`src/hw/rtl/kinetic_scroll_integrator_top_assert.svh`:
```
// Assertion macros for the kinetic scroll integrator.
`ifndef KINETIC_SCROLL_INTEGRATOR_TOP_ASSERT_SVH
`define KINETIC_SCROLL_INTEGRATOR_TOP_ASSERT_SVH
`ifndef SYNTHESIS
`define KSI_ASSERT_ALWAYS(label, clk, rst, cond) \
  label: assert property (@(posedge clk) disable iff (rst) (cond)) \
    else $error("assertion failed");
`define KSI_ASSERT_IMPLY(label, clk, rst, ante, cons) \
  label: assert property (@(posedge clk) disable iff (rst) (ante) |-> (cons)) \
    else $error("assertion failed");
`define KSI_ASSERT_NEXT(label, clk, rst, ante, cons) \
  label: assert property (@(posedge clk) disable iff (rst) (ante) |=> (cons)) \
    else $error("assertion failed");
`else
`define KSI_ASSERT_ALWAYS(label, clk, rst, cond)
`define KSI_ASSERT_IMPLY(label, clk, rst, ante, cons)
`define KSI_ASSERT_NEXT(label, clk, rst, ante, cons)
`endif
`endif

```
`src/hw/rtl/ksi_pkg.sv`:
```
// Package with constants, decay table and microprogram of the kinetic scroll integrator.
package ksi_pkg;

  localparam int DECAY_ENTRIES = 51;
  localparam int DECAY_IDX_W = $clog2(DECAY_ENTRIES);

  localparam logic [7:0] MAX_DT_MS = 8'd50;
  localparam logic signed [22:0] VEL_LIMIT = 23'sd3072000;
  localparam logic signed [23:0] TV_LIMIT = 24'sd3072000;
  localparam logic signed [23:0] FLING_Q8 = 24'sd30720;
  localparam logic [21:0] SETTLE_Q8 = 22'd2048;
  localparam logic [21:0] PREFETCH_Q8 = 22'd102400;
  localparam int COUNT_STEP_Q8 = 307200;
  localparam int COUNT_STEPS = 6;
  localparam logic [23:0] CONTENT_DEFAULT = 24'd10000000;
  localparam logic [31:0] MAX_SCROLL_RESET = {CONTENT_DEFAULT, 8'd0};
  localparam logic [37:0] ROUND_BIAS = 38'd16384;
  localparam logic [27:0] DIV_BIAS = 28'd500;
  localparam logic [28:0] RECIP_1000 = 29'd274877907;

  typedef enum logic [2:0] {
    MODE_TICK,
    MODE_DRAG_START,
    MODE_DRAG_MOVE,
    MODE_DRAG_END,
    MODE_SET_OFFSET
  } mode_t;

  localparam logic REG_VIEWPORT = 1'b0;
  localparam logic REG_CONTENT = 1'b1;

  localparam logic [15:0] DECAY_ROM [DECAY_ENTRIES] = '{
    16'd32768, 16'd32572, 16'd32377, 16'd32183, 16'd31991, 16'd31800, 16'd31609,
    16'd31420, 16'd31232, 16'd31045, 16'd30860, 16'd30675, 16'd30492, 16'd30309,
    16'd30128, 16'd29948, 16'd29769, 16'd29590, 16'd29413, 16'd29238, 16'd29063,
    16'd28889, 16'd28716, 16'd28544, 16'd28373, 16'd28204, 16'd28035, 16'd27867,
    16'd27701, 16'd27535, 16'd27370, 16'd27206, 16'd27044, 16'd26882, 16'd26721,
    16'd26561, 16'd26402, 16'd26244, 16'd26087, 16'd25931, 16'd25776, 16'd25622,
    16'd25469, 16'd25316, 16'd25165, 16'd25014, 16'd24865, 16'd24716, 16'd24568,
    16'd24421, 16'd24275
  };

  typedef logic [3:0] step_t;

  localparam step_t STEP_FETCH = 4'd0;
  localparam step_t STEP_EVENT = 4'd1;
  localparam step_t STEP_MUL_DECAY = 4'd2;
  localparam step_t STEP_ROUND = 4'd3;
  localparam step_t STEP_MUL_DT = 4'd4;
  localparam step_t STEP_BIAS = 4'd5;
  localparam step_t STEP_MUL_RECIP = 4'd6;
  localparam step_t STEP_MOVE = 4'd7;
  localparam step_t STEP_EMIT = 4'd8;

  typedef enum logic [2:0] {
    JC_NEXT,
    JC_JUMP,
    JC_WAIT_IN,
    JC_SKIP,
    JC_WAIT_OUT
  } jcond_t;

  typedef enum logic [1:0] {
    OPA_HOLD,
    OPA_MAG,
    OPA_ROUND,
    OPA_BIAS
  } opa_src_t;

  typedef enum logic [1:0] {
    MB_NONE,
    MB_ROM,
    MB_MS,
    MB_RECIP
  } mulb_t;

  typedef struct packed {
    jcond_t jcond;
    step_t target;
    opa_src_t opa_src;
    mulb_t mul_b;
    logic take;
    logic do_event;
    logic vel_round;
    logic do_move;
    logic emit;
  } uword_t;

  function automatic uword_t ucode(input step_t s);
    uword_t w;
    w = '{jcond: JC_NEXT, target: STEP_FETCH, opa_src: OPA_HOLD, mul_b: MB_NONE,
          take: 1'b0, do_event: 1'b0, vel_round: 1'b0, do_move: 1'b0, emit: 1'b0};
    case (s)
      STEP_FETCH: begin
        w.jcond = JC_WAIT_IN;
        w.take = 1'b1;
      end
      STEP_EVENT: begin
        w.jcond = JC_SKIP;
        w.target = STEP_EMIT;
        w.do_event = 1'b1;
        w.opa_src = OPA_MAG;
      end
      STEP_MUL_DECAY: w.mul_b = MB_ROM;
      STEP_ROUND: begin
        w.opa_src = OPA_ROUND;
        w.vel_round = 1'b1;
      end
      STEP_MUL_DT: w.mul_b = MB_MS;
      STEP_BIAS: w.opa_src = OPA_BIAS;
      STEP_MUL_RECIP: w.mul_b = MB_RECIP;
      STEP_MOVE: w.do_move = 1'b1;
      STEP_EMIT: begin
        w.jcond = JC_WAIT_OUT;
        w.target = STEP_FETCH;
        w.emit = 1'b1;
      end
      default: begin
        w.jcond = JC_JUMP;
        w.target = STEP_FETCH;
      end
    endcase
    return w;
  endfunction

endpackage

```
`src/hw/rtl/kinetic_scroll_integrator_top.sv`:
```
// Kinetic scroll integrator: microcoded sequencer with one shared multiplier.
// A drag event, set offset, unused mode or a tick that settles goes from the fetch step
// through the event step straight to the emit step; a moving tick goes through the
// nine-step microprogram, which runs the decay, the step and the divide by 1000 as
// three passes through the shared 28 by 29 bit multiplier. The result goes to an output
// register, so the next transaction is accepted while the previous result still waits.
`include "kinetic_scroll_integrator_top_assert.svh"

module kinetic_scroll_integrator_top
  import ksi_pkg::*;
(
  input  logic               clk,
  input  logic               rst,
  input  logic               psel,
  input  logic               penable,
  input  logic               pwrite,
  input  logic [2:0]         paddr,
  input  logic [31:0]        pwdata,
  output logic [31:0]        prdata,
  output logic               pready,
  input  logic               in_valid,
  output logic               in_ready,
  input  logic [2:0]         mode,
  input  logic [7:0]         elapsed_ms,
  input  logic signed [24:0] drag_delta,
  input  logic signed [23:0] touch_velocity,
  input  logic [31:0]        new_offset,
  output logic               out_valid,
  input  logic               out_ready,
  output logic [31:0]        scroll_pos,
  output logic signed [22:0] scroll_vel,
  output logic signed [18:0] step_move,
  output logic               is_settled,
  output logic               want_prefetch,
  output logic [3:0]         prefetch_count,
  output logic signed [1:0]  prefetch_dir
);

  logic [23:0] viewport;
  logic [23:0] content;
  logic [31:0] max_scroll;
  logic [31:0] max_scroll_next;
  logic [23:0] content_eff;

  step_t pc;
  step_t pc_next;
  uword_t uw;

  logic in_fire;
  logic out_free;

  logic [2:0] mode_q;
  logic [5:0] ms_q;
  logic signed [24:0] delta_q;
  logic signed [23:0] tv_q;
  logic [31:0] off_q;

  logic [31:0] position;
  logic [31:0] position_next;
  logic signed [22:0] velocity;
  logic signed [22:0] velocity_next;
  logic dragging;
  logic dragging_next;
  logic signed [18:0] step;
  logic signed [18:0] step_next;
  logic neg;
  logic neg_next;

  logic [27:0] opa;
  logic [27:0] opa_next;
  logic [56:0] prod;
  logic [28:0] mul_b;

  logic [21:0] vel_mag;
  logic tick_moving;
  logic signed [22:0] tv_clamped;
  logic signed [33:0] drag_sum;
  logic [37:0] round_sum;
  logic [21:0] rounded;
  logic signed [22:0] rounded_s;
  logic [18:0] travel;
  logic signed [33:0] move_sum;

  logic [2:0] count_k;
  logic [3:0] count_next;

  assign pready = 1'b1;

  always_comb begin
    content_eff = (content == 24'd0) ? CONTENT_DEFAULT : content;
    if (content_eff > viewport) begin
      max_scroll_next = {content_eff - viewport, 8'd0};
    end else begin
      max_scroll_next = 32'd0;
    end
  end

  always_comb begin
    case (paddr[2])
      REG_VIEWPORT: prdata = {8'd0, viewport};
      REG_CONTENT: prdata = {8'd0, content};
      default: prdata = 32'd0;
    endcase
  end

  always_ff @(posedge clk) begin
    if (rst) begin
      viewport <= 24'd0;
      content <= CONTENT_DEFAULT;
      max_scroll <= MAX_SCROLL_RESET;
    end else begin
      max_scroll <= max_scroll_next;
      if (psel && penable && pwrite && pready) begin
        case (paddr[2])
          REG_VIEWPORT: viewport <= pwdata[23:0];
          REG_CONTENT: content <= pwdata[23:0];
          default: ;
        endcase
      end
    end
  end

  assign uw = ucode(pc);
  assign in_ready = uw.take && !rst;
  assign in_fire = in_valid && in_ready;
  assign out_free = !out_valid || out_ready;

  assign vel_mag = velocity[22] ? 22'(-velocity) : velocity[21:0];
  assign tick_moving = (mode_q == MODE_TICK) && !dragging && (vel_mag > SETTLE_Q8);

  always_comb begin
    case (uw.jcond)
      JC_NEXT: pc_next = pc + 4'd1;
      JC_JUMP: pc_next = uw.target;
      JC_WAIT_IN: pc_next = in_fire ? pc + 4'd1 : pc;
      JC_SKIP: pc_next = tick_moving ? pc + 4'd1 : uw.target;
      JC_WAIT_OUT: pc_next = out_free ? uw.target : pc;
      default: pc_next = STEP_FETCH;
    endcase
  end

  always_ff @(posedge clk) begin
    if (rst) begin
      pc <= STEP_FETCH;
    end else begin
      pc <= pc_next;
    end
  end

  always_ff @(posedge clk) begin
    if (in_fire) begin
      mode_q <= mode;
      ms_q <= (elapsed_ms > MAX_DT_MS) ? MAX_DT_MS[5:0] : elapsed_ms[5:0];
      delta_q <= drag_delta;
      tv_q <= touch_velocity;
      off_q <= new_offset;
    end
  end

  always_comb begin
    case (uw.mul_b)
      MB_ROM: mul_b = 29'(DECAY_ROM[ms_q[DECAY_IDX_W-1:0]]);
      MB_MS: mul_b = 29'(ms_q);
      MB_RECIP: mul_b = RECIP_1000;
      default: mul_b = 29'd0;
    endcase
  end

  always_ff @(posedge clk) begin
    if (uw.mul_b != MB_NONE) begin
      prod <= 57'(opa) * 57'(mul_b);
    end
  end

  assign round_sum = prod[37:0] + ROUND_BIAS;
  assign rounded = round_sum[36:15];
  assign rounded_s = signed'({1'b0, rounded});

  always_comb begin
    case (uw.opa_src)
      OPA_MAG: opa_next = 28'(vel_mag);
      OPA_ROUND: opa_next = 28'(rounded);
      OPA_BIAS: opa_next = prod[27:0] + DIV_BIAS;
      default: opa_next = opa;
    endcase
  end

  always_ff @(posedge clk) begin
    opa <= opa_next;
  end

  always_comb begin
    if (tv_q > TV_LIMIT) begin
      tv_clamped = VEL_LIMIT;
    end else if (tv_q < -TV_LIMIT) begin
      tv_clamped = -VEL_LIMIT;
    end else begin
      tv_clamped = tv_q[22:0];
    end
  end

  assign drag_sum = signed'({2'b00, position}) + 34'(delta_q);
  assign travel = prod[56:38];
  assign move_sum = neg ? signed'({2'b00, position}) - signed'({15'd0, travel})
                        : signed'({2'b00, position}) + signed'({15'd0, travel});

  always_comb begin
    position_next = position;
    velocity_next = velocity;
    dragging_next = dragging;
    step_next = step;
    neg_next = neg;
    if (uw.do_event) begin
      step_next = 19'sd0;
      neg_next = velocity[22];
      case (mode_q)
        MODE_TICK: begin
          if (!tick_moving) begin
            velocity_next = 23'sd0;
          end
        end
        MODE_DRAG_START: begin
          dragging_next = 1'b1;
          velocity_next = 23'sd0;
        end
        MODE_DRAG_MOVE: begin
          velocity_next = tv_clamped;
          if (drag_sum < 34'sd0) begin
            position_next = 32'd0;
          end else if (drag_sum > signed'({2'b00, max_scroll})) begin
            position_next = max_scroll;
          end else begin
            position_next = drag_sum[31:0];
          end
        end
        MODE_DRAG_END: begin
          dragging_next = 1'b0;
          if (tv_q >= FLING_Q8 || tv_q <= -FLING_Q8) begin
            velocity_next = tv_clamped;
          end else begin
            velocity_next = 23'sd0;
          end
        end
        MODE_SET_OFFSET: begin
          position_next = (off_q > max_scroll) ? max_scroll : off_q;
        end
        default: ;
      endcase
    end
    if (uw.vel_round) begin
      velocity_next = neg ? -rounded_s : rounded_s;
    end
    if (uw.do_move) begin
      if (move_sum < 34'sd0) begin
        position_next = 32'd0;
        velocity_next = 23'sd0;
      end else if (move_sum > signed'({2'b00, max_scroll})) begin
        position_next = max_scroll;
        velocity_next = 23'sd0;
      end else begin
        position_next = move_sum[31:0];
      end
      step_next = 19'(position_next - position);
    end
  end

  always_ff @(posedge clk) begin
    if (rst) begin
      position <= 32'd0;
      velocity <= 23'sd0;
      dragging <= 1'b0;
    end else begin
      position <= position_next;
      velocity <= velocity_next;
      dragging <= dragging_next;
    end
  end

  always_ff @(posedge clk) begin
    step <= step_next;
    neg <= neg_next;
  end

  always_comb begin
    count_k = 3'd0;
    for (int j = 1; j <= COUNT_STEPS; j++) begin
      if (vel_mag >= 22'(j * COUNT_STEP_Q8)) begin
        count_k = count_k + 3'd1;
      end
    end
    count_next = 4'd2 + 4'(count_k);
  end

  always_ff @(posedge clk) begin
    if (rst) begin
      out_valid <= 1'b0;
    end else if (uw.emit && out_free) begin
      out_valid <= 1'b1;
    end else if (out_ready) begin
      out_valid <= 1'b0;
    end
  end

  always_ff @(posedge clk) begin
    if (uw.emit && out_free) begin
      scroll_pos <= position;
      scroll_vel <= velocity;
      step_move <= step;
      is_settled <= !dragging && (vel_mag <= SETTLE_Q8);
      want_prefetch <= !dragging && (vel_mag >= PREFETCH_Q8);
      if (vel_mag >= PREFETCH_Q8) begin
        prefetch_count <= count_next;
        prefetch_dir <= velocity[22] ? -2'sd1 : 2'sd1;
      end else begin
        prefetch_count <= 4'd0;
        prefetch_dir <= 2'sd0;
      end
    end
  end

  `KSI_ASSERT_ALWAYS(a_vel_bound, clk, rst, velocity >= -VEL_LIMIT && velocity <= VEL_LIMIT)
  `KSI_ASSERT_NEXT(a_move_in_range, clk, rst, uw.do_move, position <= max_scroll)
  `KSI_ASSERT_IMPLY(a_move_not_dragging, clk, rst, uw.do_move, !dragging)
  `KSI_ASSERT_NEXT(a_accept_starts_event, clk, rst, in_fire, pc == STEP_EVENT)

endmodule
```
`config.mk`:
```
export PLATFORM = sky130hd
export DESIGN_NAME = kinetic_scroll_integrator_top
export DESIGN_NICKNAME = d
export VERILOG_FILES = /design/src/hw/rtl/ksi_pkg.sv /design/src/hw/rtl/kinetic_scroll_integrator_top.sv
export VERILOG_INCLUDE_DIRS = /design/src /design/src/hw/rtl
export SDC_FILE = /design/constraint.sdc
export NUM_CORES = 2
export LEC_CHECK = 0
export BUFFER_PORTS_ARGS = -buffer_cell sky130_fd_sc_hd__buf_2
export CORE_UTILIZATION = 55
export DETAILED_ROUTE_END_ITERATION = 7
export PLACE_DENSITY = 0.82
export REMOVE_ABC_BUFFERS = 1
export SLEW_MARGIN = 0
export SYNTH_ARGS = -nofsm -noshare
export SYNTH_HDL_FRONTEND = slang
export SYNTH_SLANG_ARGS = --single-unit
```
`constraint.sdc`:
```
create_clock -name clk -period 23.4 [get_ports clk]
set_input_delay 4.68 -clock clk [delete_from_list [all_inputs] [get_ports clk]]
set_output_delay 4.68 -clock clk [all_outputs]
set_load 0.03 [all_outputs]
```
==> impl_results.md <==
- Routed Antenna Nets: 0
- CP most frequent cell: fa_1
- # setup viols final: 0
- Finished Core Util: 0.599
- Leak: 23.3 nW
- Post-layout minimum cycle time: 10.80 ns
- Clock Path Buffers: 3
- TritonCTS clock tree: done
- DRC errors left: 1
- Tcrit/Tclk final: 0.461
- Drt pass-1 iters: 8
- Slew HR: 0.199
- Pin count of the biggest net entering global routing: 83
- FF-to-FF setup slack: 12.60 ns
- Die X: 292 µm
- Failing checks: design-rule violations
- CP Launch Type: register
- Clock sinks: 409
- Final hold violation count: 0
- Worst-skew pair later-pin latency: 0.61 ns
- # hold bufs at CTS: 0
- Syn_area_per_cell: roughly 9.0 µm²
- CP max stage cell: o21ai_4
- Area delta synth->final: 7.87%
- Gr usage total: 0.306
- Slowest stage delay, CP: a little over 0.9 ns
- WP data required: ~24 ns
- Hold-critical path depth: 0
- Hold_sp: step[13]
- Flop and latch count out of synthesis: 409
- F_max: around 93 MHz
- Max VDD drop: roughly 69 µV
- CP Class: register to register
- Placer congestion estimate: 0.995
- FF-to-FF Start: ms_q[1]
- Fraction of layout instances using a drive strength above 1: 0.0804
- Vias in the first global route: 38000
- Post-cts resize count: 0
- Port Buffers: approximately 230
- Combinational fraction of design power: 0.496
- Num CTS Buffers: 46
- Routed len/inst: 20.6 µm
- Die footprint: about 86000 µm²
- Synth Flop Type: edfxtp_1
- Total number of vias: 38700
- Status: complete, but fails checks
- DRT Wirelength: 132000 µm
- RR Endpoint: prod[50]
- Initial Utilization: 0.555
- # fillers: 6889
- P_int: 2.04 mW
- Sequential cell area: 11000 µm²
- Yosys cell types: between 90 and 100
- Row cnt: 106
- Sum Neg Setup Slack: 0 ns
- Asr flop ratio synth: 0
- WP buf/inv: 5
- Max-slew violation count: 0
- DP HPWL: 101000 µm
- Final net count: 6338
- Gr ovfl total: 0
- Synth Instances: 5167
- Part of the Yosys area used for sequential elements: 0.236
- Clock root cell: clkbuf_16
- Clock share of power: 0.208
- Worst-path clk slew: approximately 0.07 ns
- DR vias/cell: 6.06
- Post-synth EDFFs: 276
- Worst reg2reg path depth: 33
- Global-route wire length before repair: 207000 µm
- Skew final: 0.0370 ns
- Worst-Margin Slew: 1.20 ns
- Worst EP arrival: roughly 11 ns
- Multi-input logic area: between 30000 and 40000 µm²
- Pwr dens: 73.7 nW/µm²
- Cell class contributing the biggest share of worst-path delay: adder cells
- Core ar.: 83600 µm²
- Worst setup EP type: register
- Hold Path Class: register to register
- Synthesized area: 46400 µm²
- WHS Endpoint: step_move[13]
- P_sw: approximately 1.6 mW
- Initial antenna violation count: 7
- Sw Ratio: 0.446
- Max-cap viol count: 0
- CTS H-tree lvls: 2
- RSZ-0062 raised after global routing: false
- Ports: 251
- Violation count after the first detailed-route iteration: 3876
- Ys Warns: 0
- Post-CTS Setup Inserts: 0
- Die Y-Extent: 292 µm
- Sequential power share: 0.297
- Critical-path maximum fanout: 28
## cell usage after synthesis (11+ instances only)
master,n,area share
inv_1,775,0.063
o21bai_1,30,0.0049
or2_2,22,0.0030
a22oi_1,11,0.0018
edfxtp_1,276,0.18
a2111oi_0,15,0.0028
nor2_1,261,0.021
xor2_1,84,0.016
o21a_1,34,0.0055
a21oi_1,296,0.032
o31ai_1,32,0.0052
nand2_1,593,0.048
mux2i_1,17,0.0037
o21ai_0,185,0.020
xnor2_1,146,0.028
o21ai_1,13,0.0014
or3_1,24,0.0032
and3_1,37,0.0050
o211ai_1,28,0.0045
ha_1,486,0.13
nand4_1,49,0.0066
fa_1,459,0.20
dfxtp_1,133,0.057
nor3_1,85,0.0092
nand2b_1,44,0.0059
buf_1,19,0.0015
nor2b_1,41,0.0055
o2111ai_1,11,0.0021
a31oi_1,29,0.0039
nand3_1,56,0.0060
a21o_1,91,0.015
nand3b_1,17,0.0028
a221oi_1,37,0.0070
nor4_1,31,0.0042
clkbuf_1,201,0.016
and2_1,229,0.031
a211oi_1,70,0.011
o22ai_1,21,0.0028
## power by group through the flow
stage	logic (mW)	registers [mW]	clock network, mW
after CTS	1.80	1.08	0.775
after global routing	2.01	1.10	0.802
after global placement	1.74	1.09	0
after detailed placement	1.79	1.10	0
after floorplan	1.22	1.13	0
final	1.83	1.09	0.766
## cell type report
type / instances / area share
Clock inverter: 33 / 0.00752
Timing Repair Buffer: 271 / 0.0291
Clock buffer: 53 / 0.0241
Sequential cell: 409 / 0.219
Tap cell: 1080 / 0.0270
Inverter: 777 / 0.0583
Antenna cell: 4 / 0.000200
Multi-Input combinational cell: 3754 / 0.635
## per-layer routing
| layer | track usage | vias up | wire (µm) |
|---|---|---|---|
| met1 | 0.422 | 18700 | 53500 |
| met5 | 0 | - | 34 |
| met2 | 0.481 | 2097 | 59200 |
| met3 | 0.0590 | 339 | 14300 |
| li1 | - | 17600 | - |
| met4 | 0.108 | 4 | 4670 |
## sequential cells by signal, summed over array words and instances, names as in the netlist, 24 cells and up
name,flops
viewport,24
prod,56
scroll_pos,32
off_q,32
tv_q,24
delta_q,25
opa,28
content,24
position,32
max_scroll,24
## layout by cell type (no fill, tap or decap), types with 70 or more instances in the layout
cell,instances
a211oi_1,70
a21o_1,91
a21oi_1,294
and2_1,228
buf_2,230
dfxtp_1,133
edfxtp_1,276
fa_1,459
ha_1,486
inv_1,775
nand2_1,593
nor2_1,254
nor3_1,85
o21ai_0,185
xnor2_1,146
xor2_1,84
## cell families (layout without fill, tap and decap cells)
group	count (synthesis)	after routing	share of synthesized area
compound gates	1027	1027	0.146
xor+xnor	231	231	0.0438
fa+ha+maj	946	946	0.329
buf+inv	1011	1134	0.0830
flops	409	409	0.236
mux	21	21	0.00464
other cells	2	13	0.000162
simple gates	1520	1520	0.157
## through the flow
step	std cells	hold slack [ns]	setup slack (ns)	instance area (µm²)	power (mW)
floorplan	4940	0.400	13.36	45500	2.35
global placement	6291	0.402	12.82	48500	2.84
detailed placement	6291	0.405	12.82	48500	2.88
CTS	6377	0.418	12.82	50000	3.66
global route	6380	0.424	12.15	50100	3.92
finish	6381	0.417	12.60	50100	3.69
## worst max path at each step
| stage | from | end | slack (ns) | cells past startpoint |
|---|---|---|---|---|
| after floorplan | paddr[2] | prdata[10] | 13.36 | 1 |
| after global placement | paddr[2] | prdata[0] | 12.82 | 3 |
| after detailed placement | paddr[2] | prdata[0] | 12.82 | 3 |
| after CTS | ms_q[0] | prod[50] | 12.82 | 35 |
| after global routing | ms_q[0] | prod[50] | 12.15 | 35 |
| final | ms_q[1] | prod[50] | 12.60 | 33 |
Note: power is estimated with default switching activity, not from simulation.
